$ cat src/design/bcp_pkg.sv
`timescale 1ns / 1ps
// ----------------------------------------------------------------------------
// bcp_pkg
// Shared types and constants for the midpoint circle point generator.
// ----------------------------------------------------------------------------
package bcp_pkg;

  localparam int CoordW  = 10;  // centre coordinate width
  localparam int RadW    = 5;   // radius field width
  localparam int PtW     = 12;  // signed point width
  localparam int OfsW    = 8;   // signed x/y offset width, covers the result cap
  localparam int DecW    = 12;  // signed decision value width
  localparam int CntW    = 6;   // result counter width
  localparam int ResultCap       = 64;
  localparam int MaxRadiusDefault = 31;

  typedef struct packed {
    logic load;  // capture a new request and reset the walk
    logic step;  // register one result and advance the walk
  } bcp_cmd_t;

  typedef struct packed {
    logic out_free;  // output register empty or being taken this cycle
    logic last;      // current iteration is the final one
  } bcp_sts_t;

endpackage

$ cat src/design/bcp_req_if.sv
`timescale 1ns / 1ps
// ----------------------------------------------------------------------------
// bcp_req_if
// Circle request channel: centre and radius with valid/ready.
// ----------------------------------------------------------------------------
interface bcp_req_if;
  logic       valid;
  logic       ready;
  logic [9:0] center_x;
  logic [9:0] center_y;
  logic [4:0] radius;

  modport source (output valid, output center_x, output center_y, output radius,
                  input ready);
  modport sink   (input valid, input center_x, input center_y, input radius,
                  output ready);
endinterface

$ cat src/design/bcp_pt_if.sv
`timescale 1ns / 1ps
// ----------------------------------------------------------------------------
// bcp_pt_if
// Point channel: four mirrored coordinates and an end-of-circle flag.
// ----------------------------------------------------------------------------
interface bcp_pt_if;
  logic               valid;
  logic               ready;
  logic signed [11:0] right_x;
  logic signed [11:0] left_x;
  logic signed [11:0] lower_y;
  logic signed [11:0] upper_y;
  logic               last_point;

  modport source (output valid, output right_x, output left_x, output lower_y,
                  output upper_y, output last_point, input ready);
  modport sink   (input valid, input right_x, input left_x, input lower_y,
                  input upper_y, input last_point, output ready);
endinterface

$ cat src/design/bresenham_circle_points_core.sv
`timescale 1ns / 1ps
// ----------------------------------------------------------------------------
// bresenham_circle_points_core
// Midpoint circle generator: one request in, one result per iteration out.
// ----------------------------------------------------------------------------
// Usage:
//   req carries a centre and a radius; a transfer happens when valid and
//   ready are both high. ready is high only while the walk is idle.
//   pt carries the four mirrored coordinates of one iteration; last_point
//   marks the final result of a circle. Axis points are repeated as-is.
//   Radii above MAX_RADIUS are clamped to it; at most 64 results per circle.
// Timing:
//   The request is taken while idle, then one result per cycle while the
//   receiver keeps ready high; each result is presented from the output
//   register in the cycle after the step that computes it. Zero radius
//   gives one result.
//   A stall on pt holds the output register and freezes the walk; a new
//   request can be taken while the last result of the previous one waits.
// Reset:
//   rst is synchronous; it returns the controller to idle and empties the
//   output register.
// ----------------------------------------------------------------------------
module bresenham_circle_points_core #(
  parameter int MAX_RADIUS = bcp_pkg::MaxRadiusDefault
) (
  input  logic     clk,
  input  logic     rst,
  bcp_req_if.sink  req,
  bcp_pt_if.source pt
);
  import bcp_pkg::*;

  bcp_cmd_t cmd;
  bcp_sts_t sts;

  bcp_ctl u_ctl (
    .clk       (clk),
    .rst       (rst),
    .req_valid (req.valid),
    .req_ready (req.ready),
    .sts       (sts),
    .cmd       (cmd)
  );

  bcp_dp #(
    .MAX_RADIUS (MAX_RADIUS)
  ) u_dp (
    .clk        (clk),
    .rst        (rst),
    .center_x   (req.center_x),
    .center_y   (req.center_y),
    .radius     (req.radius),
    .cmd        (cmd),
    .sts        (sts),
    .out_valid  (pt.valid),
    .out_ready  (pt.ready),
    .right_x    (pt.right_x),
    .left_x     (pt.left_x),
    .lower_y    (pt.lower_y),
    .upper_y    (pt.upper_y),
    .last_point (pt.last_point)
  );

  a_busy_after_req: assert property (@(posedge clk) disable iff (rst)
    req.valid && req.ready |=> !req.ready)
    else $error("request taken but controller did not go busy");

  a_load_step_excl: assert property (@(posedge clk) disable iff (rst)
    cmd.load |-> !cmd.step)
    else $error("load and step in the same cycle");

  a_idle_after_last: assert property (@(posedge clk) disable iff (rst)
    cmd.step && sts.last |=> req.ready)
    else $error("controller not idle after final iteration");

  a_step_fills_out: assert property (@(posedge clk) disable iff (rst)
    cmd.step |=> pt.valid)
    else $error("stepped result not presented");

endmodule

$ cat src/design/bcp_ctl.sv
`timescale 1ns / 1ps
// ----------------------------------------------------------------------------
// bcp_ctl
// Controller: takes a request in idle, then steps the walk once per free
// output slot until the final iteration.
// ----------------------------------------------------------------------------
module bcp_ctl (
  input  logic              clk,
  input  logic              rst,
  input  logic              req_valid,
  output logic              req_ready,
  input  bcp_pkg::bcp_sts_t sts,
  output bcp_pkg::bcp_cmd_t cmd
);
  import bcp_pkg::*;

  localparam logic ST_IDLE = 1'b0;
  localparam logic ST_RUN  = 1'b1;

  logic state;
  logic state_next;

  always_comb begin
    req_ready  = (state == ST_IDLE);
    cmd.load   = (state == ST_IDLE) && req_valid;
    cmd.step   = (state == ST_RUN) && sts.out_free;
    state_next = state;
    case (state)
      ST_IDLE: begin
        if (req_valid) state_next = ST_RUN;
      end
      ST_RUN: begin
        if (sts.out_free && sts.last) state_next = ST_IDLE;
      end
      default: state_next = ST_IDLE;
    endcase
  end

  always_ff @(posedge clk) begin
    if (rst) begin
      state <= ST_IDLE;
    end else begin
      state <= state_next;
    end
  end

endmodule

$ cat src/design/bcp_dp.sv
`timescale 1ns / 1ps
// ----------------------------------------------------------------------------
// bcp_dp
// Datapath: walk registers, decision update, mirrored point adders and the
// output register.
// ----------------------------------------------------------------------------
module bcp_dp #(
  parameter int MAX_RADIUS = bcp_pkg::MaxRadiusDefault
) (
  input  logic                          clk,
  input  logic                          rst,
  input  logic [bcp_pkg::CoordW-1:0]    center_x,
  input  logic [bcp_pkg::CoordW-1:0]    center_y,
  input  logic [bcp_pkg::RadW-1:0]      radius,
  input  bcp_pkg::bcp_cmd_t             cmd,
  output bcp_pkg::bcp_sts_t             sts,
  output logic                          out_valid,
  input  logic                          out_ready,
  output logic signed [bcp_pkg::PtW-1:0] right_x,
  output logic signed [bcp_pkg::PtW-1:0] left_x,
  output logic signed [bcp_pkg::PtW-1:0] lower_y,
  output logic signed [bcp_pkg::PtW-1:0] upper_y,
  output logic                          last_point
);
  import bcp_pkg::*;

  localparam logic [OfsW-1:0] MaxR = OfsW'(MAX_RADIUS);

  logic        [CoordW-1:0] cx;
  logic        [CoordW-1:0] cy;
  logic signed [OfsW-1:0]   x;
  logic signed [OfsW-1:0]   y;
  logic signed [DecW-1:0]   d;
  logic        [CntW-1:0]   cnt;

  logic        [OfsW-1:0]   rad_ext;
  logic        [OfsW-1:0]   rad_sat;
  logic signed [OfsW-1:0]   x_next;
  logic signed [OfsW-1:0]   y_next;
  logic signed [DecW-1:0]   d_next;
  logic signed [DecW-1:0]   x_ext;
  logic signed [DecW-1:0]   y_ext;
  logic signed [DecW-1:0]   dy_sum;
  logic signed [DecW:0]     err;
  logic                     d_neg;
  logic                     d_pos;
  logic                     err_le0;
  logic                     err_gt0;
  logic signed [PtW-1:0]    cx_pt;
  logic signed [PtW-1:0]    cy_pt;
  logic signed [PtW-1:0]    x_pt;
  logic signed [PtW-1:0]    y_pt;

  always_comb begin
    rad_ext = {{(OfsW-RadW){1'b0}}, radius};
    rad_sat = (rad_ext > MaxR) ? MaxR : rad_ext;

    x_ext  = {{(DecW-OfsW){x[OfsW-1]}}, x};
    y_ext  = {{(DecW-OfsW){y[OfsW-1]}}, y};
    dy_sum = d + y_ext;
    err    = {dy_sum, 1'b0} - (DecW+1)'(1);

    d_neg   = d[DecW-1];
    d_pos   = !d[DecW-1] && (d != '0);
    err_le0 = err[DecW] || (err == '0);
    err_gt0 = !err_le0;

    // pick diagonal unless the error favors a pure horizontal or vertical move
    if (d_neg && err_le0) begin
      x_next = x + OfsW'(1);
      y_next = y;
      d_next = d + {x_ext[DecW-2:0], 1'b0} + DecW'(3);
    end else if (d_pos && err_gt0) begin
      x_next = x;
      y_next = y - OfsW'(1);
      d_next = d - {y_ext[DecW-2:0], 1'b0} + DecW'(1);
    end else begin
      x_next = x + OfsW'(1);
      y_next = y - OfsW'(1);
      d_next = d + ((x_ext - y_ext) <<< 1) + DecW'(4);
    end

    sts.last     = y_next[OfsW-1] || (cnt == CntW'(ResultCap - 1));
    sts.out_free = !out_valid || out_ready;

    cx_pt = {{(PtW-CoordW){1'b0}}, cx};
    cy_pt = {{(PtW-CoordW){1'b0}}, cy};
    x_pt  = {{(PtW-OfsW){x[OfsW-1]}}, x};
    y_pt  = {{(PtW-OfsW){y[OfsW-1]}}, y};
  end

  always_ff @(posedge clk) begin
    if (rst) begin
      cx  <= '0;
      cy  <= '0;
      x   <= '0;
      y   <= '0;
      d   <= '0;
      cnt <= '0;
    end else if (cmd.load) begin
      cx  <= center_x;
      cy  <= center_y;
      x   <= '0;
      y   <= rad_sat;
      d   <= DecW'(1) - {{(DecW-OfsW-1){1'b0}}, rad_sat, 1'b0};
      cnt <= '0;
    end else if (cmd.step) begin
      x   <= x_next;
      y   <= y_next;
      d   <= d_next;
      cnt <= cnt + CntW'(1);
    end
  end

  always_ff @(posedge clk) begin
    if (cmd.step) begin
      right_x    <= cx_pt + x_pt;
      left_x     <= cx_pt - x_pt;
      lower_y    <= cy_pt + y_pt;
      upper_y    <= cy_pt - y_pt;
      last_point <= sts.last;
    end
  end

  always_ff @(posedge clk) begin
    if (rst) begin
      out_valid <= 1'b0;
    end else if (cmd.step) begin
      out_valid <= 1'b1;
    end else if (out_ready) begin
      out_valid <= 1'b0;
    end
  end

endmodule

$ cat src/flat_wrapper.sv
// flat-port wrapper written by rule: the top's interface ports become plain ports
module bresenham_circle_points_core_flat import bcp_pkg::*;
#(
  parameter int MAX_RADIUS = bcp_pkg::MaxRadiusDefault
)
  (clk, rst, req_valid, req_center_x, req_center_y, req_radius, req_ready, pt_valid, pt_right_x, pt_left_x, pt_lower_y, pt_upper_y, pt_last_point, pt_ready);
  bcp_req_if req_i ();
  bcp_pt_if pt_i ();
  input  logic clk;
  input  logic rst;
  input wire logic [$bits(req_i.valid)-1:0] req_valid;
  input wire logic [$bits(req_i.center_x)-1:0] req_center_x;
  input wire logic [$bits(req_i.center_y)-1:0] req_center_y;
  input wire logic [$bits(req_i.radius)-1:0] req_radius;
  output wire logic [$bits(req_i.ready)-1:0] req_ready;
  output wire logic [$bits(pt_i.valid)-1:0] pt_valid;
  output wire logic [$bits(pt_i.right_x)-1:0] pt_right_x;
  output wire logic [$bits(pt_i.left_x)-1:0] pt_left_x;
  output wire logic [$bits(pt_i.lower_y)-1:0] pt_lower_y;
  output wire logic [$bits(pt_i.upper_y)-1:0] pt_upper_y;
  output wire logic [$bits(pt_i.last_point)-1:0] pt_last_point;
  input wire logic [$bits(pt_i.ready)-1:0] pt_ready;
  assign req_i.valid = req_valid;
  assign req_i.center_x = req_center_x;
  assign req_i.center_y = req_center_y;
  assign req_i.radius = req_radius;
  assign req_ready = req_i.ready;
  assign pt_valid = pt_i.valid;
  assign pt_right_x = pt_i.right_x;
  assign pt_left_x = pt_i.left_x;
  assign pt_lower_y = pt_i.lower_y;
  assign pt_upper_y = pt_i.upper_y;
  assign pt_last_point = pt_i.last_point;
  assign pt_i.ready = pt_ready;
  bresenham_circle_points_core #(.MAX_RADIUS(MAX_RADIUS)) u_core (.clk(clk), .rst(rst), .req(req_i), .pt(pt_i));
endmodule
$ cat config.mk
export PLATFORM = sky130hd
export DESIGN_NAME = bresenham_circle_points_core_flat
export DESIGN_NICKNAME = d
export VERILOG_FILES = /design/src/design/bcp_pkg.sv /design/src/design/bcp_req_if.sv /design/src/design/bcp_pt_if.sv /design/src/design/bresenham_circle_points_core.sv /design/src/design/bcp_ctl.sv /design/src/design/bcp_dp.sv /design/src/flat_wrapper.sv
export SDC_FILE = /design/constraint.sdc
export NUM_CORES = 1
export LEC_CHECK = 0
export ABC_AREA = 1
export BUFFER_PORTS_ARGS = -buffer_cell sky130_fd_sc_hd__buf_2
export CORE_ASPECT_RATIO = 1.5
export CORE_MARGIN = 8
export CORE_UTILIZATION = 60
export CTS_CLUSTER_SIZE = 24
export DETAILED_ROUTE_END_ITERATION = 7
export PLACE_DENSITY = 0.81
export SKIP_LAST_GASP = 1
export SLEW_MARGIN = 20
export SYNTH_ARGS = -nofsm -noshare
export SYNTH_HDL_FRONTEND = slang
export SYNTH_SLANG_ARGS = --single-unit
$ cat constraint.sdc
create_clock -name clk -period 6.2 [get_ports clk]
set_clock_uncertainty 0.1 [all_clocks]
set_input_delay 0.31 -clock clk [delete_from_list [all_inputs] [get_ports clk]]
set_output_delay 0.31 -clock clk [all_outputs]
set_load 0.01 [all_outputs]
==> run metrics <==
outcome=finished, final reports clean; CP startpoint kind=flip-flop; starting density of the core=61.2%; die width=113 um; post-CTS setup buffers=0; unrepaired setup endpoints after global routing=no; share of layout cells above drive strength 1=around 11%; first-pass GRT wire length=34800 um; Placement Setup Slack=2.10 ns; Final Util=approximately 67%; IO Count=80; Final #Nets=between 1000 and 1500; Detailed Routing Iterations Pass 1=5; Seq/Total Area, Yosys=around 30%; Critical Path AT=roughly 4.3 ns; ys async rst share=0%; number of max-cap violations=0; Die Span Y=between 150 and 200 um; Wirelength per Cell=~16 um; total track usage=23.3%; R2R Path End=u_core.u_dp.d[11]$_SDFFE_PP0P_; clock slew at reported path FFs=roughly 0.080 ns; Required @ worst endpoint=6.32 ns; Synth cell types=48; R2R setup slack=between 2 and 2.5 ns; pin count of the biggest net entering global routing=57; PortBufs=79; Slowest-stage cell, CP=dfxtp_1; Num CTS Buffers=9; hold path cells=3; Avg Inst Size Synth=around 8.0 um2; Max Slew Vio Count=0; Starting DRT DRC Count=442; area share of the largest cell type after synthesis=18.5%; Worst Reg2Reg Path Length in Cells=25; Top FF cell, synth=dfxtp_1; clk sinks=103; Hold Crit Endpoint=u_core.u_dp.cx[5]$_SDFFE_PP0P_; RR Startpoint=u_core.u_dp.y[1]$_SDFFE_PP0P_; Detail Placement HPWL=16200 um; YS warnings=0; Worst-Skew Late Latency=0.36 ns; CP max FO=7; Achievable Freq=242 MHz; Final WS setup=2.07 ns; Remaining DRCs=0; Synth area leaders=ha_1 (19%), edfxtp_1 (17%), dfxtp_1 (13%); Post-CTS Hold Fix Bufs=0; Leak Pwr=4.72 nW; Mapped Cells=1070; cell mode on critical path=nand2_1; area leader, netlist=ha_1; # diodes=0; CTS Buffer Depth=2; worst slew pin tran=about 1.0 ns; EDFF count, synth=47; htree depth=3; crit-path max cell delay=0.53 ns; Routed Antenna Nets=0; layout overhead on the synthesized area=9.54%; drt via density=5.72; worst vdd ir=0.220 mV; final setup vio count=0; area of placed instances=9010 um2; CTS tree=done; Slew HR=a little under a third; Fin. Hold Viols=0; total gr overflow=0; final period utilization=66.7%; vias in the first global route=around 7400; hold wc startpoint=req_center_x[5]; clk root buf=clkbuf_16; core area=13900 um2; WL final=21100 um; Hold Crit Class=in -> reg; Tmin final=4.13 ns; initial antenna violation count=0; post-cts resize count=0; final instance area=9330 um2; Final GP Congestion=0.918; Sum Neg Setup Slack=0 ns; CP Class=reg -> reg; Seq cells post-synth=between 100 and 150; number of core rows=53; Mapped Area=8520 um2; vias after detailed routing=7477; crit end category=flip-flop; syn_nets=1234; pwr/cell area=around 370 nW/um2; die area=18300 um2
## registers in the layout, indices dropped and copies added (netlist names)
signal                  cells
u_core.u_dp.d              12
u_core.u_dp.out_valid       1
u_core.u_dp.cy             10
u_core.u_dp.last_point      1
u_core.u_dp.cnt             6
u_core.u_dp.right_x        12
u_core.u_dp.x               8
u_core.u_dp.lower_y        12
u_core.u_dp.left_x         11
u_core.u_ctl.state          1
u_core.u_dp.cx             10
u_core.u_dp.upper_y        11
u_core.u_dp.y               8
## worst max-delay path by stage
stage	to	cells after the start	slack [ns]	startpoint
3_5_place_dp	u_core.u_dp.d[11]$_SDFFE_PP0P_	25	2.10	u_core.u_dp.y[1]$_SDFFE_PP0P_
3_3_place_gp	u_core.u_dp.d[11]$_SDFFE_PP0P_	25	2.21	u_core.u_dp.y[1]$_SDFFE_PP0P_
6_report	u_core.u_dp.d[11]$_SDFFE_PP0P_	25	2.07	u_core.u_dp.y[1]$_SDFFE_PP0P_
5_1_grt	u_core.u_dp.d[11]$_SDFFE_PP0P_	24	1.56	u_core.u_dp.y[1]$_SDFFE_PP0P_
2_1_floorplan	u_core.u_dp.d[11]$_SDFFE_PP0P_	23	2.55	u_core.u_dp.y[7]$_SDFFE_PP0P_
4_1_cts	u_core.u_dp.d[11]$_SDFFE_PP0P_	25	2.08	u_core.u_dp.y[1]$_SDFFE_PP0P_
## cells in the mapped netlist, types with 2 or more instances
library cell,n
nor2_1,85
nand2_2,4
o2111ai_1,2
nor3_2,2
nand3b_1,3
inv_1,146
o21bai_1,10
nand2_1,177
xor2_1,62
nand3_4,2
o211ai_2,3
nand3_2,3
a21o_1,9
nand4_1,14
ha_1,126
nand3_1,43
buf_4,3
fa_1,9
inv_2,5
xnor2_1,18
a21boi_0,2
nand2_4,4
edfxtp_1,47
nor3b_1,2
a21oi_1,104
dfxtp_1,56
buf_2,3
a21oi_2,2
o31ai_1,9
nor4_1,5
a31oi_1,10
o21ai_0,58
clkbuf_1,16
nor3_1,12
## metal layers
metal	up-vias	GRT usage [%]	wire, um
li1	3705	-	-
met1	3448	25.8	8460
met2	253	42.0	10500
met3	71	3.53	1130
met4	0	12.5	1000
met5	-	0	0
## worst max-delay path: cells and delay by family, from the launching register on
kind            cells  cell delay, ns
compound gates      8            1.27
xor+xnor            1            0.15
fa+ha+maj           3            0.97
buf+inv             2            0.33
flops               1            0.53
simple gates       11            0.62
## placed cells by master (no fill, tap or decap), types with 12 or more instances in the layout
master | netlist | final
a21oi_1 | 104 | 104
buf_2 | 3 | 79
dfxtp_1 | 56 | 56
edfxtp_1 | 47 | 47
ha_1 | 126 | 126
inv_1 | 146 | 144
nand2_1 | 177 | 177
nand3_1 | 43 | 43
nand4_1 | 14 | 14
nor2_1 | 85 | 85
nor3_1 | 12 | 12
o21ai_0 | 58 | 58
xnor2_1 | 18 | 18
xor2_1 | 62 | 62
## power breakdown
| part | leakage (nW) | switching [mW] | total, mW | internal, mW |
|---|---|---|---|---|
| logic | 3.65 | 1.19 | 1.95 | 0.752 |
| registers | 0.912 | 0.0999 | 0.946 | 0.846 |
| clock network | 0.157 | 0.285 | 0.597 | 0.311 |
## through the flow
stage / cells / total power [mW] / hold slack (ns)
after detailed placement: 1292 / 2.87 / 0.371
after global routing: 1308 / 3.77 / 0.123
after global placement: 1292 / 2.82 / 0.359
after CTS: 1308 / 3.48 / 0.107
final: 1308 / 3.49 / 0.107
after floorplan: 1070 / 2.44 / 0.349
## layout make-up
cell class | count | area, um2
Multi-Input combinational cell | 791 | 5290
Fill cell | 1159 | 4590
Sequential cell | 103 | 2530
Inverter | 151 | 567
Timing Repair Buffer | 82 | 418
Clock buffer | 10 | 250
Tap cell | 165 | 206
Clock inverter | 6 | 70.1
## kinds of logic (layout without fill, tap and decap cells)
family	count (synthesis)	count (layout)	share of synthesized area (%)
compound gates	215	215	14.3
xor+xnor	80	80	8.22
buf+inv	176	249	8.27
simple gates	361	361	18.9
flops	103	103	29.7
fa+ha+maj	135	135	20.6
(Power assumes the default switching activity.)
